## config.mk

```make
export PLATFORM = sky130hd
export DESIGN_NAME = bfa_ctrl
export DESIGN_NICKNAME = d
export VERILOG_FILES = /design/src/rtl/bfa_pkg.sv /design/src/rtl/bfa_ctrl.sv
export SDC_FILE = /design/constraint.sdc
export NUM_CORES = 1
export LEC_CHECK = 0
export BUFFER_PORTS_ARGS = -buffer_cell sky130_fd_sc_hd__buf_4
export CAP_MARGIN = 20
export CORE_AREA = 4 4 41 43
export DETAILED_ROUTE_END_ITERATION = 10
export DIE_AREA = 0 0 45 47
export GPL_TIMING_DRIVEN = 1
export PLACE_DENSITY = 0.46
export SYNTH_ARGS = -nofsm -noshare
export SYNTH_HDL_FRONTEND = slang
export SYNTH_SLANG_ARGS = --single-unit
```

## constraint.sdc

```tcl
create_clock -name i_clk -period 1.3 [get_ports i_clk]
set_clock_uncertainty 0.05 [all_clocks]
set_input_delay 0.26 -clock i_clk [delete_from_list [all_inputs] [get_ports i_clk]]
set_output_delay 0.26 -clock i_clk [all_outputs]
set_load 0.02 [all_outputs]
```

## src/rtl/bfa_pkg.sv

```systemverilog
// ----------------------------------------------------------------------------
// bfa_pkg
// Shared constants, codes and controller/datapath types of the bitmap frame
// allocator.
// ----------------------------------------------------------------------------
package bfa_pkg;

    // frame geometry; frame size is a power of two
    localparam int unsigned FRAME_BYTES = 4096;
    localparam int unsigned FRAME_COUNT = 32768;
    localparam int unsigned FB_BITS     = $clog2(FRAME_BYTES);

    // bitmap words of 32 frames each
    localparam int unsigned WORDS = (FRAME_COUNT + 31) / 32;
    localparam int unsigned WI_W  = (WORDS > 1) ? $clog2(WORDS) : 1;

    // used counter width, wide enough for the full frame count
    localparam int unsigned CW = $clog2(FRAME_COUNT + 1);

    // byte arithmetic width: holds address + length and the memory end
    localparam int unsigned FC_BITS = $clog2(FRAME_COUNT + 1);
    localparam int unsigned BW      = (FC_BITS + FB_BITS > 33) ? FC_BITS + FB_BITS : 33;
    // frame index width
    localparam int unsigned FW      = BW - FB_BITS;

    localparam logic [BW-1:0] MEM_END   = BW'(FRAME_COUNT) << FB_BITS;
    localparam int unsigned   LOW_RES   = (1024 * 1024) / FRAME_BYTES;
    localparam logic [31:0]   ALL_ONES  = 32'hFFFF_FFFF;

    // operations
    typedef enum logic [1:0] {
        OP_ALLOC   = 2'd0,
        OP_FREE    = 2'd1,
        OP_RELEASE = 2'd2,
        OP_RESERVE = 2'd3
    } t_op;

    // result status codes
    typedef enum logic [1:0] {
        STAT_DONE    = 2'd0,
        STAT_NO_FREE = 2'd1,
        STAT_IGNORED = 2'd2
    } t_stat;

    // controller states
    typedef enum logic [2:0] {
        ST_CLEAR,
        ST_IDLE,
        ST_END,
        ST_BOUNDS,
        ST_START,
        ST_RUN,
        ST_RESULT
    } t_state;

    // controller to datapath commands
    typedef struct packed {
        logic clear_en;
        logic accept;
        logic calc_end;
        logic calc_bounds;
        logic run_start;
        logic load_out;
    } t_cmd;

    // datapath to controller status
    typedef struct packed {
        logic clear_last;
        logic run_done;
        logic out_free;
    } t_sts;

endpackage

```

## src/rtl/bfa_ctrl.sv

```systemverilog
// ----------------------------------------------------------------------------
// bfa_ctrl
// Sequencer of the frame allocator: clearing pass after reset, then per item
// end clamp, bound calculation, bitmap walk and result hand-off.
// ----------------------------------------------------------------------------
module bfa_ctrl (
    input  logic          i_clk,
    input  logic          i_rst_n,
    input  logic          i_in_valid,
    input  bfa_pkg::t_sts i_sts,
    output logic          o_in_ready,
    output bfa_pkg::t_cmd o_cmd
);

    bfa_pkg::t_state r_state;
    bfa_pkg::t_state n_state;

    // state register
    always_ff @(posedge i_clk) begin
        if (!i_rst_n) begin
            r_state <= bfa_pkg::ST_CLEAR;
        end else begin
            r_state <= n_state;
        end
    end

    // next state
    always_comb begin
        n_state = r_state;
        case (r_state)
            bfa_pkg::ST_CLEAR: begin
                if (i_sts.clear_last) n_state = bfa_pkg::ST_IDLE;
            end
            bfa_pkg::ST_IDLE: begin
                if (i_in_valid) n_state = bfa_pkg::ST_END;
            end
            bfa_pkg::ST_END:    n_state = bfa_pkg::ST_BOUNDS;
            bfa_pkg::ST_BOUNDS: n_state = bfa_pkg::ST_START;
            bfa_pkg::ST_START:  n_state = bfa_pkg::ST_RUN;
            bfa_pkg::ST_RUN: begin
                if (i_sts.run_done) n_state = bfa_pkg::ST_RESULT;
            end
            bfa_pkg::ST_RESULT: begin
                if (i_sts.out_free) n_state = bfa_pkg::ST_IDLE;
            end
            default: n_state = bfa_pkg::ST_CLEAR;
        endcase
    end

    // command outputs
    always_comb begin
        o_cmd      = '0;
        o_in_ready = 1'b0;
        case (r_state)
            bfa_pkg::ST_CLEAR:  o_cmd.clear_en = 1'b1;
            bfa_pkg::ST_IDLE: begin
                o_in_ready   = 1'b1;
                o_cmd.accept = i_in_valid;
            end
            bfa_pkg::ST_END:    o_cmd.calc_end    = 1'b1;
            bfa_pkg::ST_BOUNDS: o_cmd.calc_bounds = 1'b1;
            bfa_pkg::ST_START:  o_cmd.run_start   = 1'b1;
            bfa_pkg::ST_RUN:    o_cmd             = '0;
            bfa_pkg::ST_RESULT: o_cmd.load_out    = i_sts.out_free;
            default:            o_cmd             = '0;
        endcase
    end

endmodule

```

==> reports/metrics.yaml <==
vias: 311
hold_path.class: "in -> reg"
cp_top_family: "flip-flops"
clk_pin_slew_ns: 0.04
ys_top_cells_by_count: "dfxtp_1 (3), nor3b_1 (3), a21oi_1 (2), nor2b_1 (2)"
syn_to_final_growth_pct: 127.0
largest_reg_flops: 3
grt_pass1_vias: 311
numCtsBuffers: 3
top_regs: "r_state (3)"
syn_inst: 26
finalSetupTns_ns: -0.3364
crit_arrival_ns: 1.08
wl_um: 879
die_w_um: 45
start_kind: "flip-flop"
core_area_um2: 1301
r2r_slack_ns: 0.07
grt_usage_pct: 10.01
critical_path_class: "reg -> out"
rsz0062_at_grt: "true"
postSynthAreaPerCell_um2: 8.903
synth_top_cell_by_area: "dfxtp_1"
async_reset_ff_share_pct: 0
ys_top_cells_by_area: "dfxtp_1 (26%), nor3b_1 (9.7%), buf_8 (6.5%), nor2b_1 (5.4%), buf_6 (4.9%)"
viasPerCell: 4.507
yosysSeqAreaShare_pct: 25.95
start_util_pct: 17.79
crit_chain: "buf_4 > nor3b_4 > buf_6"
htreeDepth: 1
p_per_area_nw_per_um2: 833.4
cp_num_buf_inv: 2
grt_overflow: 0
fillers: 142
synthesis.area_um2: 231.5
detail_route.wl_per_cell_um: 12.74
hold_viol: 0
largest-register: "r_state"
synth-edff-count: 0
nNetsFinal: 61
cp_slowest_cell: "dfxtp_4"
place_ws_ns: 0.02174
antenna_found_initial: 0
grt_max_degree: 8
worst-path-max-fanout: 5
hpwlAfterDp_um: 474.4
violations: "setup timing"
design_area_um2: 525.5
synth_top_area_share_pct: 25.95
max_slew_margin_pct: 83.83
ys_ff_latch: 3
clk_latency_ns: 0.24
io_buffers: 12
tightest_slew_ns: 0.2410
fin_crit_ns: 1.387
rows: 13
p_leak_uw: 0.0002471
maxSlewViolCount: 0
first_iter_violations: 6
diodes: 0
finalCritPeriodShare_pct: 106.7
slowest_delay_ns: 0.36
synth_nets: 32
cts.path.max_buffers: 2
drc_errors: 0
ys_warn_count: 0
first_pass_iters: 4
totalPowerFinal_uw: 437.9
clock-sinks: 3
status: "finished with violations"
drive_gt1_share_pct: 75.93
setup_ws_ns: -0.08670
antenna_left: 0
setup_violations: 5
io_pins: 13
fin_hold_ws_ns: 0.1889
die_h_um: 47
gp_congestion: 0.7185
max_freq_mhz: 721.1
end_kind: "primary output"
root_buffer: "clkbuf_4"
synth_flop_cell: "dfxtp_1"
cts_tree: "built"
cp_data_required_time_ns: 0.99
synth_cell_types: 20
placed_area_um2: 341.6
cap_violations: 0
die_area_um2: 2115
grt_pass1_wl_um: 1324
ir_drop_v: 0.0003715
worst paths after layout:
kind | start | cells past startpoint | end
min | i_rst_n | 2 | r_state[1]
min reg2reg | r_state[1] | 4 | r_state[2]
max reg2reg | r_state[1] | 5 | r_state[0]
max | r_state[1] | 3 | o_cmd[3]
cell families after synthesis:
kind of cell           after synthesis  synth area share, %
AND/OR/NAND/NOR                     12                37.30
AO/OA/AOI/OAI                        6                17.30
buffers and inverters                4                15.13
flip-flops                           3                25.95
multiplexers                         1                4.324
where the power goes:
group          switching [µW]  internal (µW)  total (µW)  leakage, µW
Sequential               12.1           97.4         109    0.0000267
Combinational            65.1           94.6         160     0.000205
Clock                    53.4            115         169    0.0000150
per-layer routing:
| metal | wire length [µm] | vias to the layer above | part of all wire, % | track usage (%) |
|---|---|---|---|---|
| li1 | - | 150 | - | - |
| met1 | 300 | 151 | 34 | 6.998 |
| met2 | 525 | 8 | 60 | 18.36 |
| met3 | 30 | 2 | 3.4 | 2.682 |
| met4 | 22 | 0 | 2.5 | 14.04 |
| met5 | 0 | - | 0 | 0 |
cell type report:
type / instances / area (µm²) / area share (%)
inverters: 1 / 3.754 / 0.7143
well taps: 15 / 18.77 / 3.571
clock buffers: 4 / 26.28 / 5.000
flip-flops and latches: 3 / 71.32 / 13.57
repair buffers: 27 / 229.0 / 43.57
multi-input cells: 19 / 176.4 / 33.57
metrics by stage:
| stage | instances | util, % |
|---|---|---|
| global route | 69 | 40.38 |
| global placement | 53 | 26.25 |
| floorplan | 26 | - |
| CTS | 64 | 35.38 |
| detailed placement | 53 | 26.25 |
| finish | 69 | 40.38 |
timing repair:
action,CTS,global route
gates resized for setup,15,7
hold buffers,0,0
setup endpoints to repair,7,8
setup buffers,7,5
pin swaps,2,2
endpoints found under the hold margin,0,0
cell usage in the layout, fill, tap and decap left out:
master / n
and2_1: 1
and4b_1: 1
nor3_1: 1
buf_4: 20
buf_6: 7
clkbuf_4: 3
nor3b_2: 2
nor3_2: 1
and3b_2: 1
o2bb2ai_1: 1
clkbuf_1: 1
a311oi_1: 1
nand2b_4: 1
mux2i_2: 1
o21a_1: 1
nor2_4: 1
nor3b_4: 1
nor2b_1: 2
dfxtp_4: 3
a21oi_1: 2
o21ai_0: 1
inv_1: 1
Power figures use the tool's default switching activity.
